**src/rtl/assert_macros.svh**
```systemverilog
// Assertion helpers used by the framer top level.
`ifndef ASSERT_MACROS_SVH
`define ASSERT_MACROS_SVH

// Same-cycle implication, disabled while reset is high.
`define AST_NOW(lbl, clk, rst, ante, cons) \
  lbl: assert property (@(posedge clk) disable iff (rst) (ante) |-> (cons)) \
    else $error("assertion failed");

// Next-cycle implication, disabled while reset is high.
`define AST_NEXT(lbl, clk, rst, ante, cons) \
  lbl: assert property (@(posedge clk) disable iff (rst) (ante) |=> (cons)) \
    else $error("assertion failed");

`endif

```
**src/rtl/dlf_pkg.sv**
```systemverilog
`default_nettype none
// ----------------------------------------------------------------------------
// dlf_pkg
// Types and constants shared by the delimiter/length framer and its cells.
// ----------------------------------------------------------------------------
package dlf_pkg;

  localparam int unsigned MAX_DELIM_BYTES_DEF = 8;
  localparam int unsigned BYTE_W  = 8;
  localparam int unsigned DLEN_W  = 4;
  localparam int unsigned DELIM_W = 64;
  localparam int unsigned FLEN_W  = 16;
  localparam int unsigned CNT_W   = 16;
  localparam int unsigned BSEL_W  = 3;
  localparam int unsigned CFG_IDX_W = 2;

  localparam logic                 RST_FRAME_MODE = 1'b0;
  localparam logic [DLEN_W-1:0]    RST_DELIM_LEN  = 4'd2;
  localparam logic [DELIM_W-1:0]   RST_DELIM      = 64'h0000_0000_0000_0A0D;
  localparam logic [FLEN_W-1:0]    RST_FRAME_LEN  = 16'd0;

  typedef enum logic [CFG_IDX_W-1:0] {
    REG_FRAME_MODE  = 2'd0,
    REG_DELIM_LEN   = 2'd1,
    REG_DELIM_BYTES = 2'd2,
    REG_FRAME_LEN   = 2'd3
  } cfg_reg_t;

  // Control handed from the top level to every cell of the shift chain.
  typedef struct packed {
    logic              advance;  // a byte of an enabled request moves in
    logic              flush;    // that byte closes the frame
    logic [DLEN_W-1:0] dlen;     // delimiter length in use, already clamped
  } cell_ctrl_t;

endpackage
`default_nettype wire

```
**src/rtl/dlf_cell.sv**
```systemverilog
`default_nettype none
// ----------------------------------------------------------------------------
// dlf_cell
// One byte slot of the recent-byte chain: holds a byte and its in-frame bit,
// compares the incoming byte with its delimiter byte.
// ----------------------------------------------------------------------------
module dlf_cell import dlf_pkg::*; #(
  parameter int unsigned CELL_INDEX = 0
) (
  input  logic               clk,
  input  logic               rst,
  input  cell_ctrl_t         ctrl,
  input  logic [DELIM_W-1:0] delim,
  input  logic [BYTE_W-1:0]  shift_byte,
  input  logic               shift_valid,
  output logic [BYTE_W-1:0]  cell_byte,
  output logic               cell_valid,
  output logic               hit
);

  localparam logic [DLEN_W-1:0] POS = DLEN_W'(CELL_INDEX);

  logic [DLEN_W-1:0] want_idx;
  logic [BYTE_W-1:0] want;
  logic              in_use;

  // Slot POS is compared with delimiter byte (dlen - 1 - POS).
  always_comb begin
    want_idx = ctrl.dlen - POS - DLEN_W'(1);
    want     = delim[BYTE_W*want_idx[BSEL_W-1:0] +: BYTE_W];
    in_use   = POS < ctrl.dlen;
    hit      = !in_use || (shift_valid && (shift_byte == want));
  end

  always_ff @(posedge clk) begin
    if (rst) begin
      cell_valid <= 1'b0;
    end else if (ctrl.advance) begin
      cell_valid <= shift_valid && !ctrl.flush;
    end
  end

  always_ff @(posedge clk) begin
    if (ctrl.advance) begin
      cell_byte <= shift_byte;
    end
  end

endmodule
`default_nettype wire

```
**src/rtl/delimiter_or_length_framer.sv**
```systemverilog
`default_nettype none
// ----------------------------------------------------------------------------
// delimiter_or_length_framer
// Cuts a byte stream into frames by delimiter match or by fixed byte count.
// ----------------------------------------------------------------------------
// Usage:
//   Input channel in_valid/in_ready carries one stream byte per request.
//   Output channel out_valid/out_ready returns the same byte with frame_last
//   set on the byte that completes the delimiter (mode 0) or reaches
//   frame_length bytes (mode 1).
//   The output is registered: an accepted byte is shown on out_byte in the
//   cycle after it is taken. Throughput is one byte per cycle, set by the
//   single output register, unless the receiver stalls; the delimiter compare
//   spans a byte cell per possible delimiter byte, shifting per enabled byte.
//   With a zero delimiter length (mode 0) or zero frame_length (mode 1) an
//   accepted byte is dropped: no output, frame state untouched.
//   A stalled receiver holds the output register; in_ready then falls, so
//   no request is taken until the held result leaves.
//   Reset (synchronous, rst high) empties the frame, clears the output and
//   loads the default configuration: delimiter mode, CR LF delimiter.
//   Configuration is written through cfg_we/cfg_index/cfg_data while idle.
// ----------------------------------------------------------------------------
module delimiter_or_length_framer import dlf_pkg::*; #(
  parameter int unsigned MAX_DELIMITER_BYTES = MAX_DELIM_BYTES_DEF
) (
  input  logic                 clk,
  input  logic                 rst,
  input  logic                 cfg_we,
  input  logic [CFG_IDX_W-1:0] cfg_index,
  input  logic [DELIM_W-1:0]   cfg_data,
  input  logic                 in_valid,
  output logic                 in_ready,
  input  logic [BYTE_W-1:0]    in_byte,
  output logic                 out_valid,
  input  logic                 out_ready,
  output logic [BYTE_W-1:0]    out_byte,
  output logic                 frame_last
);

  `include "assert_macros.svh"

  localparam int unsigned NCELL = MAX_DELIMITER_BYTES;
  localparam logic [DLEN_W-1:0] MAX_DLEN = DLEN_W'(MAX_DELIMITER_BYTES);

  // Configuration registers
  logic                frame_mode;
  logic [DLEN_W-1:0]   delimiter_length;
  logic [DELIM_W-1:0]  delim_pattern;
  logic [FLEN_W-1:0]   frame_length;

  // Frame state
  logic [CNT_W-1:0]    count;
  logic [CNT_W-1:0]    count_inc;

  logic [DLEN_W-1:0]   eff_len;
  logic                enabled;
  logic                accept;
  logic                delim_hit;
  logic                last;
  cell_ctrl_t          ctrl;

  logic [BYTE_W-1:0]   cell_byte  [NCELL];
  logic                cell_valid [NCELL];
  logic [NCELL-1:0]    hit;

  // Configuration writes: take the register addressed by cfg_index.
  always_ff @(posedge clk) begin
    if (rst) begin
      frame_mode       <= RST_FRAME_MODE;
      delimiter_length <= RST_DELIM_LEN;
      delim_pattern    <= RST_DELIM;
      frame_length     <= RST_FRAME_LEN;
    end else if (cfg_we) begin
      case (cfg_reg_t'(cfg_index))
        REG_FRAME_MODE:  frame_mode       <= cfg_data[0];
        REG_DELIM_LEN:   delimiter_length <= cfg_data[DLEN_W-1:0];
        REG_DELIM_BYTES: delim_pattern    <= cfg_data;
        REG_FRAME_LEN:   frame_length     <= cfg_data[FLEN_W-1:0];
        default: ;
      endcase
    end
  end

  // Accept whenever the output register is empty or being drained.
  assign in_ready = !out_valid || out_ready;
  assign accept   = in_valid && in_ready;

  always_comb begin
    eff_len   = (delimiter_length > MAX_DLEN) ? MAX_DLEN : delimiter_length;
    enabled   = frame_mode ? (frame_length != '0) : (delimiter_length != '0);
    count_inc = (count == {CNT_W{1'b1}}) ? count : count + CNT_W'(1);
    delim_hit = &hit;
    last      = frame_mode ? (count_inc >= frame_length) : delim_hit;
    ctrl.advance = accept && enabled;
    ctrl.flush   = accept && enabled && last;
    ctrl.dlen    = eff_len;
  end

  // Chain of byte cells: cell 0 takes the new byte, each later cell takes
  // its left neighbour's byte. A cell's in-frame bit stands in for the
  // "enough bytes in this frame" test of the delimiter match.
  for (genvar j = 0; j < NCELL; j++) begin : g_cell
    logic [BYTE_W-1:0] src_byte;
    logic              src_valid;
    if (j == 0) begin : g_head
      assign src_byte  = in_byte;
      assign src_valid = 1'b1;
    end else begin : g_link
      assign src_byte  = cell_byte[j-1];
      assign src_valid = cell_valid[j-1];
    end
    dlf_cell #(
      .CELL_INDEX (j)
    ) u_cell (
      .clk         (clk),
      .rst         (rst),
      .ctrl        (ctrl),
      .delim       (delim_pattern),
      .shift_byte  (src_byte),
      .shift_valid (src_valid),
      .cell_byte   (cell_byte[j]),
      .cell_valid  (cell_valid[j]),
      .hit         (hit[j])
    );
  end

  // Frame byte counter: advance with saturation, drop to zero at frame end.
  always_ff @(posedge clk) begin
    if (rst) begin
      count <= '0;
    end else if (ctrl.advance) begin
      count <= last ? '0 : count_inc;
    end
  end

  // Output register: hold while stalled, load on an enabled request.
  always_ff @(posedge clk) begin
    if (rst) begin
      out_valid <= 1'b0;
    end else if (ctrl.advance) begin
      out_valid <= 1'b1;
    end else if (out_ready) begin
      out_valid <= 1'b0;
    end
  end

  always_ff @(posedge clk) begin
    if (ctrl.advance) begin
      out_byte   <= in_byte;
      frame_last <= last;
    end
  end

  `AST_NEXT(a_flush_clears, clk, rst, ctrl.flush, (count == '0) && !cell_valid[0])
  `AST_NOW(a_empty_frame, clk, rst, count == '0, !cell_valid[0])
  `AST_NOW(a_delim_len_ok, clk, rst, ctrl.flush && !frame_mode, count_inc >= CNT_W'(eff_len))
  `AST_NEXT(a_drop_silent, clk, rst, accept && !enabled && !out_valid, !out_valid)

endmodule
`default_nettype wire

```
**config.mk**
```make
export PLATFORM = sky130hd
export DESIGN_NAME = delimiter_or_length_framer
export DESIGN_NICKNAME = d
export VERILOG_FILES = /design/src/rtl/dlf_pkg.sv /design/src/rtl/dlf_cell.sv /design/src/rtl/delimiter_or_length_framer.sv
export VERILOG_INCLUDE_DIRS = /design/src /design/src/rtl
export SDC_FILE = /design/constraint.sdc
export NUM_CORES = 1
export LEC_CHECK = 0
export BUFFER_PORTS_ARGS = -buffer_cell sky130_fd_sc_hd__clkbuf_2
export CORE_MARGIN = 3
export CORE_UTILIZATION = 33
export CTS_CLUSTER_DIAMETER = 40
export DETAILED_ROUTE_END_ITERATION = 10
export PLACE_DENSITY = 0.58
export SYNTH_ARGS = -nofsm -noshare
export SYNTH_HDL_FRONTEND = slang
export SYNTH_SLANG_ARGS = --single-unit
```
**constraint.sdc**
```tcl
create_clock -name clk -period 6.77 [get_ports clk]
set_input_delay 1.354 -clock clk [delete_from_list [all_inputs] [get_ports clk]]
set_output_delay 1.354 -clock clk [all_outputs]
set_load 0.05 [all_outputs]
```
==> reports/qor.yml, run 1 <==
timing:
  fin_skew_ns: 0.00898
  fin_crit_sh: 0.769
  fmax_mhz: 192
  hold-worst-slack_ns: 0.450
  fin_setup_tns_ns: 0
  finalWorstSetupSlack_ns: 1.56
  slew_violations: 0
  period_minus_slack_ns: 5.21
  relSlewSlack: 0.319
  hold_violations: 0
  rsz0062_at_grt: "no"
  setup_viol: 0
  worst_pin_slew_ns: 1.02
cts:
  cts_made_buffers: 17
  cts_tree: "built"
  clock_sinks: 166
  clockBufferDepth: 2
  ctsResizeCount: 0
  clock-root-buffer: "clkbuf_16"
  clkLatencyLatePin_ns: 0.44
  postCtsSetupBuffers: 0
  clk_pin_slew_worst_paths_ns: 0.06
  hold_buffers: 0
  htree_levels: 4
setup_path:
  worstReg2RegEnd: "count[5]"
  start_kind: "register"
  worstPathMaxFanout: 24
  crit_type: "reg -> reg"
  worstPathArrival_ns: 5.53
  reg2reg_slack_ns: 1.56
  end_kind: "register"
  required_ns: 7.10
  r2r_start: "delimiter_length[3]"
  r2r_cells: 12
placement:
  io_buffers: 89
  place_congestion: 0.913
  post-place-cells: 1657
  place_hpwl_um: 28100
  place_ws_ns: 1.63
yosys:
  syn_area_um2: 11200
  synthTopCellsByArea: "dfxtp_1, edfxtp_1, mux2i_1"
  synth_top_area_share: 0.195
  async_reset_ff_frac: 0
  avgSynthCellArea_um2: 9.33
  yosysWarnings: 0
  seq_area_frac_synth: 0.348
  synth_cell_type_count: 78
  synth_flop_cell: "dfxtp_1"
  syn_inst: 1199
  synth_edf_count: 57
  synth_fp_nets: 1297
  ys_seq_elements: 166
  synth_top_area_cell: "dfxtp_1"
power_and_ir_drop:
  p_sw_frac: 0.294
  pwr-share-seq: 0.442
  switchingPower_mw: 0.781
  total_power_mw: 2.65
  ir_drop_uv: 148
  powerDensity_nw_per_um2: 213
  comb_power_share: 0.180
  power_leakage_nw: 4.75
  p_int_mw: 1.87
  clock_power_share: 0.379
die:
  num_rows: 66
  fp.dieW_um: 190
  ios: 90
  start_util: 0.339
  die_h_um: 190
  die_area_um2: 36100
  coreArea_um2: 32900
min_path:
  whs_endpoint: "count[11]"
  hold_path.class: "reg -> reg"
  whs_path_depth: 2
  min-delay-start: "count[11]"
job:
  drv_cap: 0
global_routing:
  grt_antenna_before_repair: 2
  grt_pass1_vias: 9059
  grt_pass1_wl_um: 56500
  gr-usage-all-layers: 0.208
  grt_max_degree: 90
  overflow: 0
routing:
  first_pass_iters: 5
  ant_nets: 0
  drt_iter0_drc: 1041
  post_drt_wl_per_cell_um: 22.4
  vias: 9684
  drc_errors: 0
  vias_per_cell: 5.74
  totalWireLength_um: 37800
status:
  status: "finished clean"
layout:
  drive_above_1_share: 0.173
  syn2layout_area_growth_pct: 11.4
  diodes: 0
  final_cells: 1688
  final_nets: 1332
-- cells in the final DEF (no fill, tap or decap), types with 7 or more instances in the layout --
cell	count
nand3b_1	13
a22o_1	17
clkbuf_2	89
nand2b_1	13
nor4_1	8
xnor2_1	40
ha_1	19
a21o_1	10
mux4_2	40
or2_2	7
nor3_1	17
and2_1	7
a21oi_1	99
edfxtp_1	57
nand2_1	211
and3_1	13
inv_1	24
a211oi_1	13
nand4_1	12
buf_4	19
nand3_1	21
nor2_1	38
mux2i_1	100
o21ai_0	22
mux2_2	11
a22oi_1	8
nor3b_1	8
dfxtp_1	107
xor2_1	39
o22ai_1	12
clkbuf_16	19
or3_1	10
-- critical path: stages, from the launching register on --
cell and delay (ns):
dfxtp_1 0.63, nand2b_1 0.61, ha_1 0.84, mux4_2 0.61
mux2i_1 0.17, xor2_1 0.20, nand4_1 0.14, a2111o_1 0.38
o2bb2ai_1 0.16, or4_4 0.56, o31a_4 0.41, a21o_1 0.22
a22o_1 0.17
-- metal layers --
layer / up-vias / track usage / share of wire
met1: 4655 / 0.304 / 0.45
met4: 0 / 0.0768 / 0.031
li1: 4472 / - / -
met2: 495 / 0.293 / 0.42
met5: - / 0 / 0
met3: 62 / 0.0531 / 0.10
-- sequential cells by signal, indices dropped and copies added (netlist names) --
register	count
delim_pattern	64
count	16
out_valid	1
g_cell.u_cell.cell_byte	56
g_cell.u_cell.cell_valid	7
frame_length	16
delimiter_length	4
frame_mode	1
frame_last	1
-- worst max-delay path by stage --
stage                        startpoint                           to  slack (ns)
global route        delimiter_length[3]                     count[4]        1.31
global placement    delimiter_length[3]                     count[5]        1.71
finish              delimiter_length[3]                     count[5]        1.56
floorplan           delimiter_length[3]  g_cell[6].u_cell.cell_valid        2.05
CTS                 delimiter_length[3]                     count[4]        1.61
detailed placement  delimiter_length[3]                     count[5]        1.63
-- through the flow --
step / area, um2 / util
detailed placement: 11900 / 0.360
global placement: 11900 / 0.360
floorplan: 11200 / -
finish: 12500 / 0.378
CTS: 12500 / 0.378
global route: 12500 / 0.378
-- power by group through the flow --
stage | clock [mW] | sequential [mW] | combinational [mW]
4_1_cts | 1.02 | 1.17 | 0.475
2_1_floorplan | 0 | 1.15 | 0.350
3_3_place_gp | 0 | 1.19 | 0.471
3_5_place_dp | 0 | 1.19 | 0.473
5_1_grt | 1.06 | 1.18 | 0.516
6_report | 1.01 | 1.17 | 0.477
-- area by class of cell --
class	instances	area [um2]
repair buffers	108	588
clock buffers	20	479
flip-flops and latches	166	3900
well taps	442	553
clock inverters	11	119
multi-input cells	916	6730
fillers	3339	20500
inverters	25	96.3
-- cell usage after synthesis, types with 17 or more instances --
cell type / instances
clkbuf_1: 43
edfxtp_1: 57
a21oi_1: 99
inv_1: 23
mux2i_1: 100
buf_2: 20
xor2_1: 39
nor2_1: 39
dfxtp_1: 109
ha_1: 19
mux4_2: 40
nand3_1: 21
buf_4: 18
o21ai_0: 22
xnor2_1: 40
nand2_1: 211
a22o_1: 17
nor3_1: 17
-- kinds of logic after synthesis --
group / share of synthesized area
adders and majority gates: 0.0213
xor gates and xnor gates: 0.0672
and+or+nand+nor: 0.176
DFF: 0.348
buffers and inverters: 0.0511
AOI/OAI and AO/OA: 0.155
muxes: 0.181
Note: power is estimated with default switching activity, not from simulation.
==> inputs of run 2 (changes only) <==
--- a/config.mk
+++ b/config.mk
@@ -6,12 +6,13 @@
 export SDC_FILE = /design/constraint.sdc
 export NUM_CORES = 1
 export LEC_CHECK = 0
+export ABC_AREA = 1
 export BUFFER_PORTS_ARGS = -buffer_cell sky130_fd_sc_hd__clkbuf_2
 export CORE_MARGIN = 3
 export CORE_UTILIZATION = 33
 export CTS_CLUSTER_DIAMETER = 40
 export DETAILED_ROUTE_END_ITERATION = 10
-export PLACE_DENSITY = 0.58
+export PLACE_DENSITY = 0.6
 export SYNTH_ARGS = -nofsm -noshare
 export SYNTH_HDL_FRONTEND = slang
 export SYNTH_SLANG_ARGS = --single-unit
==> constraint.sdc (replaced) <==
create_clock -name clk -period 4.23 [get_ports clk]
set_input_delay 0.846 -clock clk [delete_from_list [all_inputs] [get_ports clk]]
set_output_delay 0.846 -clock clk [all_outputs]
set_load 0.05 [all_outputs]
==> run 2 against run 1 <==
  * Total power increased by 72%
  * First-iteration DRC count is 4.6% higher
  * Register-to-register slack got worse by 0.99 ns
  * Design area is 4.4% lower
  * Routed wire length down 6.3%
  * Combinational power grew 130%
  * Sequential cell count did not move
  * Clock-buffer cell count rose by 1
  * Clock skew increased by 0.0072 ns
  * Maximum frequency increased by 42%
  * Utilization rose by 0.63 points
  * Critical endpoint is now count[1]
==> reports/qor.yml, run 2 <==
yosys:
  async_reset_ff_frac: 0  # unchanged
  synth_flop_cell: "dfxtp_1"
  synth_edf_count: 57  # unchanged
  syn_area_um2: 10500  # -5.8%
  synth_top_area_cell: "dfxtp_1"
  yosysWarnings: 0  # unchanged
  avgSynthCellArea_um2: 6.61  # -29%
  yosysMostFrequentCell: "nand2_1"
  synth_fp_nets: 1692  # +30%
  synth_cell_type_count: 39  # -50%
  yosys-top-cells-count: "nand2_1, nand3_1, inv_1, o21ai_0"
  synth_top_area_share: 0.207  # +0.0120
  seq_area_frac_synth: 0.370  # +0.0215
  ys_seq_elements: 166  # unchanged
  syn_inst: 1594  # +33%
  synthTopCellsByArea: "dfxtp_1, nand2_1, edfxtp_1"
routing:
  highest_layer: "met4"
  drt_iter0_drc: 1089  # +4.6%
  ant_nets: 0  # unchanged
  first_pass_iters: 6  # +1
  vias: 10700  # +10%
  wl_met1_um: 17200  # +1.2%
  vias_per_cell: 5.19  # -9.4%
  post_drt_wl_per_cell_um: 17.3  # -23%
  wl_met2_um: 14700  # -7.3%
  totalWireLength_um: 35400  # -6.3%
  drc_errors: 0  # unchanged
  wl_met3_um: 2960  # -22%
cts:
  htree_levels: 4  # unchanged
  clkLatencyLatePin_ns: 0.45  # about the same
  clock_sinks: 166  # unchanged
  cts_made_buffers: 17  # unchanged
  clockBufferDepth: 2  # unchanged
  cts_tree: "built"
  postCtsSetupBuffers: 0  # unchanged
  clock-root-buffer: "clkbuf_16"
  clk_pin_slew_worst_paths_ns: 0.07  # about the same
  ctsResizeCount: 0  # unchanged
  hold_buffers: 0  # unchanged
timing:
  fin_crit_sh: 0.865  # +0.0960
  fmax_mhz: 273  # +42%
  fin_setup_tns_ns: 0  # unchanged
  slew_violations: 0  # unchanged
  hold_violations: 0  # unchanged
  period_minus_slack_ns: 3.66  # -1.55 ns
  fin_skew_ns: 0.0162  # +0.00723 ns
  finalWorstSetupSlack_ns: 0.572  # -0.993 ns
  rsz0062_at_grt: "no"
  setup_viol: 0  # unchanged
  relSlewSlack: 0.367  # +0.0475
  worst_pin_slew_ns: 0.947  # -0.0689 ns
setup_path:
  worstReg2RegEnd: "count[1]"
  worstPathArrival_ns: 3.96  # -1.57 ns
  r2r_start: "delimiter_length[3]"
  crit_type: "reg -> reg"
  r2r_cells: 18  # +6
  worstPathMaxFanout: 42  # +75%
  reg2reg_slack_ns: 0.57  # -0.99 ns
  required_ns: 4.53  # -2.57 ns
  start_kind: "register"
  end_kind: "register"
global_routing:
  grt_pass1_vias: 9609  # +6.1%
  grt_pass1_wl_um: 54900  # -2.9%
  gr-usage-all-layers: 0.210  # +0.00220
  grt_max_degree: 67  # -26%
  grt_antenna_before_repair: 0  # -2
  overflow: 0  # unchanged
placement:
  post-place-cells: 2021  # +22%
  place_hpwl_um: 27300  # -3.0%
  io_buffers: 89  # unchanged
  dpl_cell_area_um2: 11300  # -4.7%
  place_ws_ns: 0.655  # -0.971 ns
  place_congestion: 0.966  # +5.8%
layout:
  syn2layout_area_growth_pct: 13.1
  reg_top3: "delim_pattern x64, g_cell.u_cell.cell_byte x56"
  regMostFlops: "delim_pattern"
  largest_register_ffs: 64  # unchanged
  layout_common_cells: "nand2_1, nand3_1, inv_1"
  diodes: 0  # unchanged
  drive_above_1_share: 0.101  # -0.0712
  final_cells: 2053  # +22%
  layout_commonest_cell: "nand2_1"
  final_cell_area_um2: 11900  # -4.4%
  final_nets: 1742  # +31%
min_path:
  min-delay-start: "g_cell[4].u_cell.cell_byte[3]"
  whs_endpoint: "g_cell[5].u_cell.cell_byte[3]"
  whs_path_depth: 0  # -2
  hold_path.class: "reg -> reg"
die:
  start_util: 0.340  # +0.000510
  ios: 90  # unchanged
  num_rows: 64  # -3.0%
  die_area_um2: 34100  # -5.6%
  die_h_um: 185  # -2.9%
  coreArea_um2: 31000  # -5.9%
  fp.dieW_um: 185  # -2.9%
power_and_ir_drop:
  total_power_mw: 4.56  # +72%
  power_leakage_nw: 5.39  # +14%
  ir_drop_uv: 252  # +70%
  powerDensity_nw_per_um2: 382  # +79%
status:
  status: "finished clean"
job:
  drv_cap: 0  # unchanged
## run 2: cell count changes in the layout (fill, tap and decap cells not counted), sizes merged, moves of 17 or more
cell / change
inv: +135
nand3: +166
o21ai: +145
mux2i: -100
xor2: -30
nand2: +311
a22o: -17
xnor2: -40
nor2: +24
mux4: -40
## run 2: cell families after synthesis
| kind of cell | synth area share |
|---|---|
| compound gates | 0.147 |
| xor+xnor | 0.0150 |
| fa+ha+maj | 0.0226 |
| buf+inv | 0.0999 |
| flops | 0.370 |
| simple gates | 0.346 |
## run 2: through the flow
| step | hold slack (ns) | utilization |
|---|---|---|
| 2_1_floorplan | 0.426 | - |
| 3_3_place_gp | 0.435 | 0.365 |
| 3_5_place_dp | 0.437 | 0.365 |
| 4_1_cts | 0.455 | 0.384 |
| 5_1_grt | 0.464 | 0.384 |
| 6_report | 0.456 | 0.384 |
## run 2: critical path: stages, from the launching register on
cell     delay (ns)
dfxtp_1        0.45
inv_4          0.15
nand2_4        0.22
buf_4          0.40
o21ai_0        0.27
o21ai_0        0.46
nand2_1        0.13
nand3_1        0.11
nand2_1        0.05
inv_1          0.05
nand2_1        0.04
nor2_1         0.17
nand2_1        0.13
nand2_1        0.11
nand2_1        0.05
nor2_1         0.11
nand2_2        0.31
nand4_1        0.19
a21oi_1        0.08
## run 2: final cells by class
cell class              instances  area, um2
clock buffers                  21        504
clock inverters                11        105
fillers                      3296      19100
inverters                     164        618
multi-input cells            1175       5600
flip-flops and latches        166       3890
well taps                     396        495
repair buffers                120        703
## run 2: power by group
part / internal (mW) / switching (mW)
Sequential: 1.76 / 0.0705
Combinational: 0.333 / 0.744
Clock: 0.926 / 0.726
Total: 3.02 / 1.54
## run 2: metal layers
metal,GRT usage,vias up
met3,0.0466,42
li1,-,5363
met2,0.306,380
met1,0.316,4880
met5,0,-
met4,0.0474,0
## run 2: how the worst max path moves through the flow
stage                                   start         end  slack, ns
final                     delimiter_length[3]    count[1]       0.57
after CTS                 delimiter_length[3]    count[1]       0.64
after global routing      delimiter_length[3]   count[13]       0.23
after floorplan                     out_ready  frame_last       0.66
after detailed placement  delimiter_length[3]    count[1]       0.65
after global placement    delimiter_length[3]   count[11]       0.70
==> inputs of run 3 (changes only) <==
--- a/config.mk
+++ b/config.mk
@@ -6,7 +6,6 @@
 export SDC_FILE = /design/constraint.sdc
 export NUM_CORES = 1
 export LEC_CHECK = 0
-export ABC_AREA = 1
 export BUFFER_PORTS_ARGS = -buffer_cell sky130_fd_sc_hd__clkbuf_2
 export CORE_MARGIN = 3
 export CORE_UTILIZATION = 33
==> run 3 against run 2 <==
  * Register-to-register slack lost 0.41 ns
  * Routed wire length grew 16%
  * Critical path type unchanged
  * Non-clock buffer count grew 96
  * Utilization grew 2.3 points
  * Setup slack lost 0.41 ns
  * Critical endpoint is now g_cell[6].u_cell.cell_valid
  * Worst hold slack lost 0.0086 ns
  * Total power shrank 5.7%
  * Combinational power shrank 15%
  * Final cell count shrank 12%
  * Die area grew 6.0%
  * Via count shrank 3.5%
==> reports/qor.yml, run 3 (same netlist as run 1, synthesis figures left out) <==
setup_path:
  worstPathArrival_ns: 4.40  # +0.44 ns
  crit_type: "reg -> reg"
  worstReg2RegEnd: "g_cell[6].u_cell.cell_valid"
  end_kind: "register"
  start_kind: "register"
  worstPathMaxFanout: 8  # -81%
  r2r_cells: 14  # -4
  reg2reg_slack_ns: 0.16  # -0.41 ns
  r2r_start: "delimiter_length[3]"
  required_ns: 4.55  # +0.02 ns
placement:
  place_ws_ns: -0.0657  # -0.720 ns
  post-place-cells: 1754  # -13%
  dpl_cell_area_um2: 12600  # +12%
  place_hpwl_um: 31200  # +14%
  place_congestion: 1.01  # +4.0%
  io_buffers: 89  # unchanged
routing:
  ant_nets: 0  # unchanged
  drc_errors: 0  # unchanged
  vias_per_cell: 5.72  # +10%
  vias: 10300  # -3.5%
  post_drt_wl_per_cell_um: 22.8  # +32%
  drt_iter0_drc: 1223  # +12%
  first_pass_iters: 5  # -1
  totalWireLength_um: 41000  # +16%
global_routing:
  grt_max_degree: 88  # +31%
  grt_pass1_wl_um: 61100  # +11%
  grt_antenna_before_repair: 1  # +1
  overflow: 0  # unchanged
  grt_pass1_vias: 9679  # +0.73%
  gr-usage-all-layers: 0.225  # +0.0148
timing:
  relSlewSlack: 0.363  # -0.00407
  finalWorstSetupSlack_ns: 0.158  # -0.413 ns
  slew_violations: 0  # unchanged
  hold_violations: 0  # unchanged
  setup_viol: 0  # unchanged
  period_minus_slack_ns: 4.07  # +0.413 ns
  fin_skew_ns: 0.0143  # -0.00187 ns
  rsz0062_at_grt: "no"
  fin_crit_sh: 0.963  # +0.0977
  worst_pin_slew_ns: 0.956  # +0.00875 ns
  fmax_mhz: 246  # -10%
cts:
  clock-root-buffer: "clkbuf_16"
  hold_buffers: 0  # unchanged
  clock_sinks: 166  # unchanged
  cts_tree: "built"
  clkLatencyLatePin_ns: 0.44  # about the same
  clk_pin_slew_worst_paths_ns: 0.07  # about the same
  cts_made_buffers: 17  # unchanged
  htree_levels: 4  # unchanged
  clockBufferDepth: 2  # unchanged
layout:
  layout_common_cells: "nand2_1, buf_4, dfxtp_1"
  layout_commonest_cell: "nand2_1"
  n_fill_cell: 3302  # +0.18%
  syn2layout_area_growth_pct: 20.0
  final_nets: 1443  # -17%
  largest_register_ffs: 64  # unchanged
  final_util: 0.407  # +0.0230
  regMostFlops: "delim_pattern"
  final_cells: 1800  # -12%
  drive_above_1_share: 0.252  # +0.150
  diodes: 0  # unchanged
  final_cell_area_um2: 13400  # +13%
  reg_top3: "delim_pattern x64, g_cell.u_cell.cell_byte x56"
power_and_ir_drop:
  powerDensity_nw_per_um2: 320  # -16%
  ir_drop_uv: 222  # -12%
  power_leakage_nw: 5.31  # -1.4%
  total_power_mw: 4.29  # -5.7%
job:
  drv_cap: 0  # unchanged
min_path:
  whs_endpoint: "count[11]"
  hold_path.class: "reg -> reg"
  whs_path_depth: 2  # +2
  min-delay-start: "count[11]"
die:
  num_rows: 66  # +3.1%
  ios: 90  # unchanged
  start_util: 0.339  # -0.000510
  fp.dieW_um: 190  # +2.9%
  die_area_um2: 36100  # +6.0%
  die_h_um: 190  # +2.9%
  coreArea_um2: 32900  # +6.3%
status:
  status: "finished clean"
run 3: worst max-delay path: stages, from the launching register on:
cell and delay [ns]:
dfxtp_4 0.34, nand2b_1 0.21, ha_2 0.34, buf_12 0.15, buf_4 0.17, mux2i_1 0.12, mux4_2 0.51, xor2_2 0.16
nand3_1 0.09, a2111o_1 0.37, o2bb2ai_1 0.13, or4_4 0.60, o31a_4 0.41, buf_4 0.15, a22o_1 0.21
run 3: timing repair:
action	in CTS	in global routing
gates resized for setup	2	18
endpoints found under the setup margin	5	24
pin swaps	0	2
cloned	1	2
buffers inserted	0	11
run 3: stage by stage:
step / hold slack [ns] / setup TNS (ns)
after floorplan: 0.422 / 0
after global placement: 0.435 / 0
after global routing: 0.477 / 0
final: 0.448 / 0
after detailed placement: 0.437 / -0.197
after CTS: 0.449 / 0
run 3: cell type report:
class	instances	area (um2)	area share
Clock buffer	19	433	0.0322
Clock inverter	13	125	0.00932
Inverter	25	100	0.00746
Multi-Input combinational cell	919	6870	0.512
Sequential cell	166	3900	0.290
Tap cell	442	553	0.0412
Timing Repair Buffer	216	1440	0.107
run 3: worst max path at each step:
stage | from | to | depth (start not counted)
global route | delimiter_length[3] | g_cell[6].u_cell.cell_valid | 14
global placement | count[6] | count[7] | 19
detailed placement | count[6] | count[7] | 19
finish | delimiter_length[3] | g_cell[6].u_cell.cell_valid | 14
floorplan | delimiter_length[3] | g_cell[6].u_cell.cell_valid | 17
CTS | delimiter_length[3] | count[5] | 13
run 3: where the power goes:
part	switching, mW	internal [mW]	leakage [nW]	total [mW]
combinational	0.518	0.399	3.61	0.918
sequential	0.108	1.74	1.44	1.85
clock	0.706	0.819	0.265	1.52
run 3: metal layers:
metal	track usage	vias up	wire length [um]
met2	0.317	526	17100
met3	0.0512	64	3760
met1	0.330	4985	18500
li1	-	4716	-
met5	0	-	0
met4	0.0910	0	1620
